[src/hw/rtl/ppw_pkg.sv]
// Shared types and constants for the packed-pixel to plane-write converter.
package ppw_pkg;

  localparam logic [15:0] ROW_STRIDE = 16'd80;
  localparam logic [15:0] VRAM_BASE  = 16'hC000;
  localparam logic [15:0] COLOR_PORT = 16'd53;
  localparam logic [4:0]  NO_COLOR   = 5'd16;

  // Write kinds on the result channel.
  localparam logic KIND_COLOR = 1'b0;
  localparam logic KIND_VRAM  = 1'b1;

  // Configuration register indexes.
  localparam logic [2:0] REG_START_COLUMN     = 3'd0;
  localparam logic [2:0] REG_START_ROW        = 3'd1;
  localparam logic [2:0] REG_WIDTH_BYTES      = 3'd2;
  localparam logic [2:0] REG_ROW_COUNT        = 3'd3;
  localparam logic [2:0] REG_TRANSPARENT_MODE = 3'd4;

  localparam int QUEUE_DEPTH = 2;
  localparam int QPTR_W      = $clog2(QUEUE_DEPTH);
  localparam int QCNT_W      = $clog2(QUEUE_DEPTH + 1);

  typedef struct packed {
    logic [7:0] pixel_pair;
    logic       image_start;
  } in_t;

  typedef struct packed {
    logic        write_kind;
    logic [15:0] write_address;
    logic [7:0]  write_data;
    logic        last;
  } out_t;

  typedef struct packed {
    logic [6:0] start_column;
    logic [7:0] start_row;
    logic [6:0] width_bytes;
    logic [7:0] row_count;
    logic       transparent_mode;
  } cfg_t;

  typedef struct packed {
    logic        kind;
    logic [15:0] address;
    logic [7:0]  data;
  } wr_t;

  // All writes caused by one input byte; last_idx is the count minus one.
  typedef struct packed {
    wr_t [3:0]  wr;
    logic [1:0] last_idx;
  } job_t;

endpackage

[src/hw/rtl/ppw_front.sv]
// Front end: takes image bytes, tracks position and color, builds a job of writes.
module ppw_front (
  input  logic          clk_i,
  input  logic          rst_ni,
  input  ppw_pkg::cfg_t cfg_i,
  input  logic          in_valid_i,
  input  ppw_pkg::in_t  in_data_i,
  output logic          in_stall_o,
  output logic          q_push_o,
  output ppw_pkg::job_t q_job_o,
  input  logic          q_full_i
);

  logic [15:0] dest_q, dest_d;
  logic [2:0]  bit_q, bit_d;
  logic [6:0]  cols_q, cols_d;
  logic [7:0]  rows_q, rows_d;
  logic [4:0]  last_q, last_d;
  logic [3:0]  key_q, key_d;

  logic [3:0]  hi, lo;
  logic        start;
  logic [15:0] start_addr;
  logic [15:0] eff_dest, dest_inc;
  logic [2:0]  eff_bit, bpm1;
  logic [6:0]  eff_cols, cols_dec;
  logic [7:0]  eff_rows;
  logic [4:0]  eff_last;
  logic [3:0]  eff_key;
  logic        active, skip, tmode, accept;
  logic [2:0]  n;
  ppw_pkg::wr_t [3:0] w;

  assign hi     = in_data_i.pixel_pair[7:4];
  assign lo     = in_data_i.pixel_pair[3:0];
  assign start  = in_data_i.image_start;
  assign tmode  = cfg_i.transparent_mode;
  assign accept = in_valid_i && !in_stall_o;
  assign in_stall_o = q_full_i;

  assign start_addr = ppw_pkg::VRAM_BASE + 16'(cfg_i.start_row) * ppw_pkg::ROW_STRIDE
                      + 16'(cfg_i.start_column);

  assign eff_dest = start ? start_addr : dest_q;
  assign eff_bit  = start ? 3'd7 : bit_q;
  assign eff_cols = start ? cfg_i.width_bytes : cols_q;
  assign eff_rows = start ? ((cfg_i.width_bytes == 7'd0) ? 8'd0 : cfg_i.row_count) : rows_q;
  assign eff_last = start ? ppw_pkg::NO_COLOR : last_q;
  assign eff_key  = start ? hi : key_q;

  assign active = eff_rows != 8'd0;
  assign skip   = tmode ? (in_data_i.pixel_pair == {eff_key, eff_key})
                        : (in_data_i.pixel_pair == 8'd0);
  assign bpm1   = eff_bit - 3'd1;

  // Writes are packed into the job in issue order.
  always_comb begin
    w = '0;
    n = 3'd0;
    if (eff_last != {1'b0, hi}) begin
      w[n[1:0]] = '{kind: ppw_pkg::KIND_COLOR, address: ppw_pkg::COLOR_PORT,
                    data: {4'd0, hi}};
      n = n + 3'd1;
    end
    if (hi != lo) begin
      if (!(tmode && hi == eff_key)) begin
        w[n[1:0]] = '{kind: ppw_pkg::KIND_VRAM, address: eff_dest,
                      data: 8'd1 << eff_bit};
        n = n + 3'd1;
      end
      if (!(tmode && lo == eff_key)) begin
        w[n[1:0]] = '{kind: ppw_pkg::KIND_COLOR, address: ppw_pkg::COLOR_PORT,
                      data: {4'd0, lo}};
        n = n + 3'd1;
        w[n[1:0]] = '{kind: ppw_pkg::KIND_VRAM, address: eff_dest,
                      data: 8'd1 << bpm1};
        n = n + 3'd1;
      end
    end else if (!(tmode && hi == eff_key)) begin
      w[n[1:0]] = '{kind: ppw_pkg::KIND_VRAM, address: eff_dest,
                    data: 8'd3 << bpm1};
      n = n + 3'd1;
    end
  end

  assign q_push_o        = accept && active && !skip && (n != 3'd0);
  assign q_job_o.wr      = w;
  assign q_job_o.last_idx = 2'(n - 3'd1);

  assign dest_inc = eff_dest + 16'd1;
  assign cols_dec = eff_cols - 7'd1;

  always_comb begin
    dest_d = eff_dest;
    bit_d  = eff_bit;
    cols_d = eff_cols;
    rows_d = eff_rows;
    last_d = eff_last;
    key_d  = eff_key;
    if (active) begin
      if (!skip) begin
        last_d = {1'b0, lo};
      end
      if (eff_bit <= 3'd1) begin
        bit_d = 3'd7;
        if (cols_dec == 7'd0) begin
          rows_d = eff_rows - 8'd1;
          dest_d = dest_inc + ppw_pkg::ROW_STRIDE - {9'd0, cfg_i.width_bytes};
          cols_d = cfg_i.width_bytes;
        end else begin
          dest_d = dest_inc;
          cols_d = cols_dec;
        end
      end else begin
        bit_d = eff_bit - 3'd2;
      end
    end
  end

  always_ff @(posedge clk_i or negedge rst_ni) begin
    if (!rst_ni) begin
      dest_q <= ppw_pkg::VRAM_BASE;
      bit_q  <= 3'd7;
      cols_q <= 7'd0;
      rows_q <= 8'd0;
      last_q <= ppw_pkg::NO_COLOR;
      key_q  <= 4'd0;
    end else if (accept) begin
      dest_q <= dest_d;
      bit_q  <= bit_d;
      cols_q <= cols_d;
      rows_q <= rows_d;
      last_q <= last_d;
      key_q  <= key_d;
    end
  end

endmodule

[src/hw/rtl/ppw_queue.sv]
// Short job queue between the front end and the write sequencer.
module ppw_queue (
  input  logic          clk_i,
  input  logic          rst_ni,
  input  logic          push_i,
  input  ppw_pkg::job_t push_job_i,
  output logic          full_o,
  input  logic          pop_i,
  output logic          valid_o,
  output ppw_pkg::job_t head_o
);

  ppw_pkg::job_t [ppw_pkg::QUEUE_DEPTH-1:0] mem_q;
  logic [ppw_pkg::QPTR_W-1:0] wr_ptr_q, rd_ptr_q;
  logic [ppw_pkg::QCNT_W-1:0] count_q;

  assign full_o  = count_q == ppw_pkg::QCNT_W'(ppw_pkg::QUEUE_DEPTH);
  assign valid_o = count_q != '0;
  assign head_o  = mem_q[rd_ptr_q];

  always_ff @(posedge clk_i) begin
    if (push_i) begin
      mem_q[wr_ptr_q] <= push_job_i;
    end
  end

  always_ff @(posedge clk_i or negedge rst_ni) begin
    if (!rst_ni) begin
      wr_ptr_q <= '0;
      rd_ptr_q <= '0;
      count_q  <= '0;
    end else begin
      if (push_i) begin
        wr_ptr_q <= wr_ptr_q + 1'b1;
      end
      if (pop_i) begin
        rd_ptr_q <= rd_ptr_q + 1'b1;
      end
      if (push_i && !pop_i) begin
        count_q <= count_q + 1'b1;
      end else if (pop_i && !push_i) begin
        count_q <= count_q - 1'b1;
      end
    end
  end

`ifndef SYNTH
  a_no_overflow: assert property (@(posedge clk_i) disable iff (!rst_ni)
    push_i |-> !full_o) else $error("job pushed into a full queue");
  a_no_underflow: assert property (@(posedge clk_i) disable iff (!rst_ni)
    pop_i |-> valid_o) else $error("job popped from an empty queue");
  a_count_bound: assert property (@(posedge clk_i) disable iff (!rst_ni)
    count_q <= ppw_pkg::QCNT_W'(ppw_pkg::QUEUE_DEPTH)) else $error("queue count out of range");
`endif

endmodule

[src/hw/rtl/ppw_back.sv]
// Write sequencer: issues each job's writes, one per cycle unless stalled.
module ppw_back (
  input  logic          clk_i,
  input  logic          rst_ni,
  input  logic          q_valid_i,
  input  ppw_pkg::job_t q_head_i,
  output logic          q_pop_o,
  output logic          out_valid_o,
  output ppw_pkg::out_t out_data_o,
  input  logic          out_stall_i
);

  ppw_pkg::job_t job_q;
  logic          job_valid_q;
  logic [1:0]    idx_q;
  logic          is_last, done;

  assign is_last = idx_q == job_q.last_idx;
  assign done    = job_valid_q && !out_stall_i && is_last;
  assign q_pop_o = q_valid_i && (!job_valid_q || done);

  assign out_valid_o              = job_valid_q;
  assign out_data_o.write_kind    = job_q.wr[idx_q].kind;
  assign out_data_o.write_address = job_q.wr[idx_q].address;
  assign out_data_o.write_data    = job_q.wr[idx_q].data;
  assign out_data_o.last          = is_last;

  always_ff @(posedge clk_i) begin
    if (q_pop_o) begin
      job_q <= q_head_i;
    end
  end

  always_ff @(posedge clk_i or negedge rst_ni) begin
    if (!rst_ni) begin
      job_valid_q <= 1'b0;
      idx_q       <= 2'd0;
    end else if (q_pop_o) begin
      job_valid_q <= 1'b1;
      idx_q       <= 2'd0;
    end else if (done) begin
      job_valid_q <= 1'b0;
      idx_q       <= 2'd0;
    end else if (job_valid_q && !out_stall_i) begin
      idx_q <= idx_q + 2'd1;
    end
  end

endmodule

[src/hw/rtl/packed_pixel_to_plane_writes_top.sv]
// Top level of the packed-pixel to plane-write converter with its register file.
//
//  channel | direction | handshake             | payload
//  --------+-----------+-----------------------+-----------------------------
//  in      | input     | in_valid_i/in_stall_o | ppw_pkg::in_t
//  out     | output    | out_valid_o/out_stall_i | ppw_pkg::out_t
//  cfg     | input     | cfg_valid_i/cfg_ready_o | cfg_index_i, cfg_data_i
//
// A byte is taken while the job queue has room and becomes zero to four writes;
// the job goes through a queue entry and then the sequencer's job register before
// its first write leaves, and the rest follow at one transfer per cycle while the
// output is not stalled. The queue lets new bytes in while earlier writes issue.
// Reset is asynchronous and clears position, color state and the queue.
// A stall on the output backs up the queue and then stalls the input.
module packed_pixel_to_plane_writes_top (
  input  logic          clk_i,
  input  logic          rst_ni,
  input  logic          in_valid_i,
  input  ppw_pkg::in_t  in_data_i,
  output logic          in_stall_o,
  output logic          out_valid_o,
  output ppw_pkg::out_t out_data_o,
  input  logic          out_stall_i,
  input  logic          cfg_valid_i,
  output logic          cfg_ready_o,
  input  logic [2:0]    cfg_index_i,
  input  logic [7:0]    cfg_data_i
);

  ppw_pkg::cfg_t cfg_q;
  ppw_pkg::job_t push_job, head_job;
  logic          push, full, pop, q_valid;

  assign cfg_ready_o = 1'b1;

  always_ff @(posedge clk_i or negedge rst_ni) begin
    if (!rst_ni) begin
      cfg_q.start_column     <= 7'd0;
      cfg_q.start_row        <= 8'd0;
      cfg_q.width_bytes      <= 7'd1;
      cfg_q.row_count        <= 8'd1;
      cfg_q.transparent_mode <= 1'b0;
    end else if (cfg_valid_i && cfg_ready_o) begin
      case (cfg_index_i)
        ppw_pkg::REG_START_COLUMN:     cfg_q.start_column     <= cfg_data_i[6:0];
        ppw_pkg::REG_START_ROW:        cfg_q.start_row        <= cfg_data_i;
        ppw_pkg::REG_WIDTH_BYTES:      cfg_q.width_bytes      <= cfg_data_i[6:0];
        ppw_pkg::REG_ROW_COUNT:        cfg_q.row_count        <= cfg_data_i;
        ppw_pkg::REG_TRANSPARENT_MODE: cfg_q.transparent_mode <= cfg_data_i[0];
        default: ;
      endcase
    end
  end

  ppw_front u_front (
    .clk_i      (clk_i),
    .rst_ni     (rst_ni),
    .cfg_i      (cfg_q),
    .in_valid_i (in_valid_i),
    .in_data_i  (in_data_i),
    .in_stall_o (in_stall_o),
    .q_push_o   (push),
    .q_job_o    (push_job),
    .q_full_i   (full)
  );

  ppw_queue u_queue (
    .clk_i      (clk_i),
    .rst_ni     (rst_ni),
    .push_i     (push),
    .push_job_i (push_job),
    .full_o     (full),
    .pop_i      (pop),
    .valid_o    (q_valid),
    .head_o     (head_job)
  );

  ppw_back u_back (
    .clk_i       (clk_i),
    .rst_ni      (rst_ni),
    .q_valid_i   (q_valid),
    .q_head_i    (head_job),
    .q_pop_o     (pop),
    .out_valid_o (out_valid_o),
    .out_data_o  (out_data_o),
    .out_stall_i (out_stall_i)
  );

endmodule
[config.mk]
export PLATFORM = sky130hd
export DESIGN_NAME = packed_pixel_to_plane_writes_top
export DESIGN_NICKNAME = d
export VERILOG_FILES = /design/src/hw/rtl/ppw_pkg.sv /design/src/hw/rtl/ppw_front.sv /design/src/hw/rtl/ppw_queue.sv /design/src/hw/rtl/ppw_back.sv /design/src/hw/rtl/packed_pixel_to_plane_writes_top.sv
export SDC_FILE = /design/constraint.sdc
export NUM_CORES = 1
export LEC_CHECK = 0
export CORE_MARGIN = 10
export CORE_UTILIZATION = 43
export CTS_BUF_LIST = sky130_fd_sc_hd__clkbuf_8
export DETAILED_ROUTE_END_ITERATION = 7
export DONT_BUFFER_PORTS = 1
export GPL_TIMING_DRIVEN = 1
export PLACE_DENSITY_LB_ADDON = 0.05
export RECOVER_POWER = 50
export SYNTH_ARGS = -nofsm -noshare
export SYNTH_HDL_FRONTEND = slang
export SYNTH_HIERARCHICAL = 1
export SYNTH_SLANG_ARGS = --single-unit
[constraint.sdc]
create_clock -name clk_i -period 9.6 [get_ports clk_i]
set_clock_uncertainty 0.05 [all_clocks]
set_input_delay 0.96 -clock clk_i [delete_from_list [all_inputs] [get_ports clk_i]]
set_output_delay 0.96 -clock clk_i [all_outputs]
set_load 0.03 [all_outputs]
# Word-level counts from Yosys, hierarchy flattened
# Cells that the tools add are included.
[op_classes]
n_addsub = 18
multipliers = 1
order_cmp = 11
n_eq_ne = 11
n_shift = 3
n_mux = 56
n_reduce_logical = 37
[ops]
columns = ["op", "n"]
rows = [
  ["100-bit two-way mux", 5],
  ["100-bit bitwise mux", 4],
  ["102-bit two-way mux", 3],
  ["204-bit bitwise mux", 1],
  ["25-bit demux with 2-bit select", 3],
  ["102-bit demux with 1-bit select", 1],
  ["25-bit two-way mux", 4],
  ["16-bit two-way mux", 4],
  ["25-bit binary-select mux with 2-bit select", 1],
  ["8-bit two-way mux", 5],
  ["7-bit two-way mux", 4],
  ["3-bit two-way mux", 7],
  ["16-bit by 1-bit adder with 16-bit output (second input constant)", 1],
  ["16-bit by 15-bit adder with 16-bit output (first input constant)", 1],
  ["16-bit by 7-bit adder with 16-bit output", 1],
  ["16-bit by 7-bit adder with 16-bit output (second input constant)", 1],
  ["1-bit by 3-bit << shifter with 8-bit output (first input constant)", 2],
  ["16-bit by 7-bit subtractor with 16-bit output", 1],
  ["1-bit logical AND", 15],
  ["5-bit two-way mux", 3],
  ["7-bit logical NOT", 2],
  ["14-bit two-way mux", 1],
  ["8-bit by 3-bit multiplier with 11-bit output (second input constant)", 1],
  ["2-bit two-way mux", 5],
  ["35 further kinds", 61],
]
[word_totals]
regBits = 387
inputBits = 25
out_inout_bits = 29
word_cells = 192

# Logic depth before layout (Yosys ltp)
[depth]
depth_word = 16
depth_mapped = 21
depth_no_buf = 20

# Hierarchy
# Netlist, hierarchy kept.
[by_module_without_submodules]
columns = ["mod", "n_inst", "cells_each", "area_each_um2", "seq_area_each_um2"]
rows = [
  ["ppw_queue", 1, 333, 7564.8, 6226.0],
  ["ppw_front", 1, 894, 6342.3, 1083.5],
  ["ppw_back", 1, 153, 3867.5, 3138.0],
  ["packed_pixel_to_plane_writes_top", 1, 71, 1237.4, 778.2],
]

# Worst setup path after synthesis
# OpenSTA, ideal clock, no wires.
[synth_path]
kind = "input to register"
startpoint = "in in_data_i[0] in the netlist's numbering"
endpoint = "reg u_queue/mem_q[0] in the netlist's numbering (enable)"
setup_time_ns = 0.576
arrival_time_ns = 8.372
required_ns = 8.974
path_slack_ns = 0.602
cell_stages = 15
n_path_buf = 7
cell_sequence = "buf_4 -> buf_4 -> buf_2 -> clkbuf_1 -> clkbuf_1 -> nor2b_1 -> xnor2_1 -> nand3_1 -> clkbuf_1 -> ha_1 -> clkbuf_1 -> inv_1 -> ha_1 -> a21boi_0 -> nor2b_1"
[synth_between]
elab_chain_cells = 12
word_cells_on_any_way = 24
cone_classes = "add/sub (3); eq/ne (4); mux (9); reduce/logical (8)"
[synth_lines]
columns = ["item", "line", "source"]
rows = [
  ["start, declared", "packed_pixel_to_plane_writes_top.sv:19", "input ppw_pkg::in_t in_data_i,"],
  ["5-bit two-way mux", "ppw_front.sv:48", "assign eff_last = start ? ppw_pkg::NO_COLOR : last_q;"],
  ["5-bit by 4-bit != test with 1-bit output", "ppw_front.sv:60", "if (eff_last != {1'b0, hi}) begin"],
  ["1-bit two-way mux", "ppw_front.sv:60", ""],
  ["1-bit by 1-bit adder with 2-bit output", "ppw_front.sv:69, ppw_front.sv:82", ""],
  ["3-bit two-way mux", "ppw_front.sv:66, ppw_front.sv:79", ""],
  ["3-bit two-way mux", "ppw_front.sv:65", "if (hi != lo) begin"],
  ["3-bit by 1-bit adder with 3-bit output", "ppw_front.sv:74", "n = n + 3'd1;"],
  ["3-bit by 1-bit adder with 3-bit output", "ppw_front.sv:77", "n = n + 3'd1;"],
  ["3-bit two-way mux", "ppw_front.sv:71", "if (!(tmode && lo == eff_key)) begin"],
  ["3-bit two-way mux", "ppw_front.sv:65", ""],
  ["3-bit nonzero test", "ppw_front.sv:86", "assign q_push_o = accept && active && !skip && (n != 3'd0);"],
  ["1-bit logical AND (*)", "ppw_front.sv:86", ""],
  ["via push", "packed_pixel_to_plane_writes_top.sv:32", "logic push, full, pop, q_valid;"],
  ["end signal, assigned by index", "ppw_queue.sv:23", "mem_q[wr_ptr_q] <= push_job_i;"],
  ["end, declared", "ppw_queue.sv:13", "ppw_pkg::job_t [ppw_pkg::QUEUE_DEPTH-1:0] mem_q;"],
]
# Mark *: on every way through the listed nets, which the timed path passes. The rest lies on a longest branch. The select of a mux whose other input is x is not followed.
# A chain may end at the register's enable or synchronous reset.

# Final worst setup path
[layout_path]
startpoint = "reg cfg_q[17] in the netlist's numbering"
endpoint = "reg u_front.dest_q[15]"
[layout_between]
elab_chain_cells = 10
[layout_lines]
columns = ["item", "line", "source"]
rows = [
  ["start, declared", "packed_pixel_to_plane_writes_top.sv:30", "ppw_pkg::cfg_t cfg_q;"],
  ["8-bit by 3-bit multiplier with 11-bit output (*)", "ppw_front.sv:41", "assign start_addr = ppw_pkg::VRAM_BASE + 16'(cfg_i.start_row) * ppw_pkg::ROW_STRIDE"],
  ["16-bit by 15-bit adder with 16-bit output (*)", "ppw_front.sv:41", ""],
  ["16-bit by 7-bit adder with 16-bit output (*)", "ppw_front.sv:42", "+ 16'(cfg_i.start_column);"],
  ["16-bit two-way mux (*)", "ppw_front.sv:44", "assign eff_dest = start ? start_addr : dest_q;"],
  ["16-bit by 1-bit adder with 16-bit output", "ppw_front.sv:90", "assign dest_inc = eff_dest + 16'd1;"],
  ["16-bit by 7-bit adder with 16-bit output", "ppw_front.sv:108", "dest_d = dest_inc + ppw_pkg::ROW_STRIDE - {9'd0, cfg_i.width_bytes};"],
  ["16-bit by 7-bit subtractor with 16-bit output", "ppw_front.sv:108", ""],
  ["16-bit two-way mux", "ppw_front.sv:106", "if (cols_dec == 7'd0) begin"],
  ["16-bit two-way mux", "ppw_front.sv:104", "if (eff_bit <= 3'd1) begin"],
  ["16-bit two-way mux (*)", "ppw_front.sv:100", "if (active) begin"],
  ["end signal, assigned", "ppw_front.sv:122", "dest_q <= ppw_pkg::VRAM_BASE;"],
  ["end signal, assigned", "ppw_front.sv:129", "dest_q <= dest_d;"],
  ["end, declared", "ppw_front.sv:14", "logic [15:0] dest_q, dest_d;"],
]
# Every way passes the cells marked *; elsewhere a longest branch is shown, timed or not.

==> impl_metrics.toml <==
[run_status]
outcome = "complete, but fails checks"
violations = "max-capacitance violations, max-slew violations"

[global_route]
first_global_vias = 11580
grt_remaining_overflow = 0
grt_pass1_wl_mm = 67.63
antenna_found_initial = 0
gr-usage-all-layers_pct = 16.26
grt_max_degree = 74

[synth]
synthFlopType = "edfxtp_1"
synthCells = 1451
synthTopCellsByArea = "edfxtp_1 (48%), dfrtp_1 (9.6%), mux2_2 (8.5%)"
syn-num-nets = 1535
yosys_register_bits = 387
ys_warn_count = 6
synth.largest_area_cell = "edfxtp_1"
synth_common_cells = "edfxtp_1 (306), mux2_2 (144), nor2_1 (133)"
syn_avg_cell_area_um2 = 13.10
syn_area_um2 = 19010
async_reset_ff_share_pct = 20.93
yosysSeqAreaShare_pct = 59.05
yosysUniqueCellTypes = 86
synth_edf_count = 306
yosysMostFrequentCell = "edfxtp_1"
netlist.area_leader.share_pct = 48.33

[setup_path]
critPathKind = "flip-flop to flip-flop"
start_kind = "flip-flop"
critical_path.max_stage_delay_ns = 0.80
critPathRequiredTime_ns = 10.08
crit_fanout = 15
r2r-start = "cfg_q[17]$_DFFE_PN0P_"
cp-startpoint = "cfg_q[17]$_DFFE_PN0P_"
cp.arrival_ns = 6.47
worstPathCellList = "ha_1, ha_1, fa_1, and2_1, nor3b_1, or3b_1, o211a_1, a211oi_2, nor2_1, xor2_1, ha_1, o41ai_1, or4_1, a211o_1, a31oi_1, or4_1, nand3_1"
worst_setup_path_end_kind = "flip-flop"
cp_top_family = "simple AND/OR/NAND/NOR gates"
slowest_stage = "a211oi_2"
critPathMostFrequentCell = "ha_1"
critPathBufInv = 0

[clocking]
cts_tree = "yes"
root_buffer = "clkbuf_8"
cts_buffers = 68
cts_setup_buffers = 0
cts_num_sinks = 387
htreeDepth = 3
insertion_delay_ns = 0.61
clkTransAtPathRegs_ns = 0.06
cts.path.max_buffers = 3
cts_resized = 0

[die]
row_count = 76
initial_core_util_pct = 43.85
die_h_um = 230.3
dieArea_um2 = 53020
core-area_um2 = 43360
die_x_um = 230.3
io_pins = 54

[drt]
vias = 11580
wl_per_cell_um = 20.51
ant_nets = 0
via_per_inst = 5.516
wirelength_mm = 43.05
dr_wl_met2_mm = 19.58
dr.max_layer_used = "met4"
drc = 0
dr.pass1.iters = 5
drt_iter0_drc = 810
dr_wl_met3_mm = 2.293
wl_met1_mm = 20.30

[timing]
finalSetupViolCount = 0
fmaxAchievable_mhz = 166.8
drv_slew = 219
hold_viol = 0
fin_crit_ns = 5.995
fin_crit_sh_pct = 62.44
timing.setup.tns_ns = 0
worstMarginPinSlew_ns = 4.455
slew_headroom_pct = -197.0
rsz0062_at_grt = "false"

[hold_path]
holdCritPathClass = "input port to async pin"

[placed_design]
io_buffers = 0
gp_congestion = 0.8910
placedInstanceArea_um2 = 19480
dp_cells = 1974
hpwl_mm = 27.26

[final_layout]
final_nets = 1544
syn2layout_area_growth_pct = 8.746
drive_gt1_share_pct = 18.63
diodes = 0
final_cells = 2099
n_fill_cell = 3932
fin_area_um2 = 20670

[power]
peakVddDrop_uv = 143.0
p_leak_nw = 7.553
cellPowerDensity_nw_per_um2 = 339.3

[job]
drv_cap = 5
power by group:
| part | internal (mW) | switching [mW] |
|---|---|---|
| logic | 1.07 | 1.73 |
| clock network | 0.757 | 0.655 |
| registers | 2.58 | 0.221 |
| total | 4.41 | 2.61 |
stage by stage:
| stage | worst slack (ns) | power, mW | hold WS (ns) | util, % |
|---|---|---|---|---|
| 6_report | 3.605 | 7.014 | 0.1507 | 47.68 |
| 5_1_grt | 3.156 | 7.506 | 0.1104 | 47.68 |
| 4_1_cts | 3.633 | 7.109 | 0.1017 | 47.91 |
| 3_5_place_dp | 3.658 | 5.641 | 0.4156 | 44.92 |
| 3_3_place_gp | 3.861 | 5.617 | 0.4075 | 44.92 |
| 2_1_floorplan | 0.6018 | 5.003 | 0.3918 | - |
worst reg2reg max path: cells and delay by family, from the launching register on:
| family | cells | cell delay, ns |
|---|---|---|
| and+or+nand+nor | 7 | 1.97 |
| DFF | 1 | 0.43 |
| adders and majority gates | 4 | 1.34 |
| AOI/OAI and AO/OA | 5 | 1.92 |
| xor gates and xnor gates | 1 | 0.21 |
area by class of cell:
cell class	count	area (um^2)	share of cell area, %
Multi-Input combinational cell	938	7164	34.65
Sequential cell	387	11230	54.30
Inverter	46	172.7	0.8352
Clock inverter	51	265.3	1.283
Timing Repair Buffer	19	108.9	0.5265
Tap cell	585	732.0	3.540
Clock buffer	73	1005	4.860
kinds of logic after synthesis:
logic type,synth area share [%]
buffers and inverters,3.139
adder cells (fa/ha/maj),4.001
AND/OR/NAND/NOR,8.898
XOR/XNOR,2.922
other,0.01972
AO/OA/AOI/OAI,9.359
multiplexers,12.62
flip-flops,59.05
path summary, 6_finish.rpt:
kind,to,slack (ns),cells past startpoint
hold / removal,cfg_q[1]$_DFFE_PN1P_,0.15,0
hold reg to reg,u_front/cols_q[4]$_DFFE_PN0P_,0.43,1
setup reg to reg,u_front/dest_q[15]$_DFFE_PN1P_,3.61,17
min in group clk_i,u_back/idx_q[0]$_DFFE_PN0P_,0.40,1
max in group asynchronous,u_back/idx_q[0]$_DFFE_PN0P_,4.75,1
setup / recovery,u_front/dest_q[15]$_DFFE_PN1P_,3.61,17
state kept, by name (all words and copies together), names as in the netlist:
name and count:
u_queue/mem_q 204, u_queue/rd_ptr_q 1, u_back/out_valid_o 1, u_queue/wr_ptr_q 1, u_front/key_q 4, u_back/idx_q 2
u_back/job_q 102, cfg_q 31, u_front/dest_q 16, u_front/bit_q 3, u_front/cols_q 7, u_queue/count_q 2
u_front/rows_q 8, u_front/last_q 5
routing by layer:
metal	up-vias	global-route usage (%)
met5	-	0
met4	0	5.612
met3	62	3.312
met2	270	24.67
met1	5766	22.76
li1	5481	-
what timing repair did:
| item | CTS | global route |
|---|---|---|
| endpoints found under the hold margin | 73 | 0 |
| hold buffers | 1 | 0 |
| endpoints found under the setup margin | 0 | 0 |
cell usage in the layout (no fill, tap or decap), drive strengths merged, types with 11 or more instances in the layout:
cell | Yosys | final
dfrtp | 73 | 73
and3 | 11 | 11
o22ai | 13 | 13
nand3 | 20 | 20
a21oi | 74 | 74
a22oi | 16 | 16
a22o | 12 | 12
clkinv | 0 | 15
inv | 46 | 79
clkbuf | 48 | 82
edfxtp | 306 | 306
mux2 | 144 | 144
xnor2 | 42 | 42
nor3 | 24 | 24
o21ai | 76 | 76
mux2i | 21 | 21
nor2 | 133 | 133
ha | 56 | 56
mux4 | 25 | 25
xor2 | 18 | 18
nand2 | 82 | 82
No activity file was read; power rests on OpenSTA's default activity.
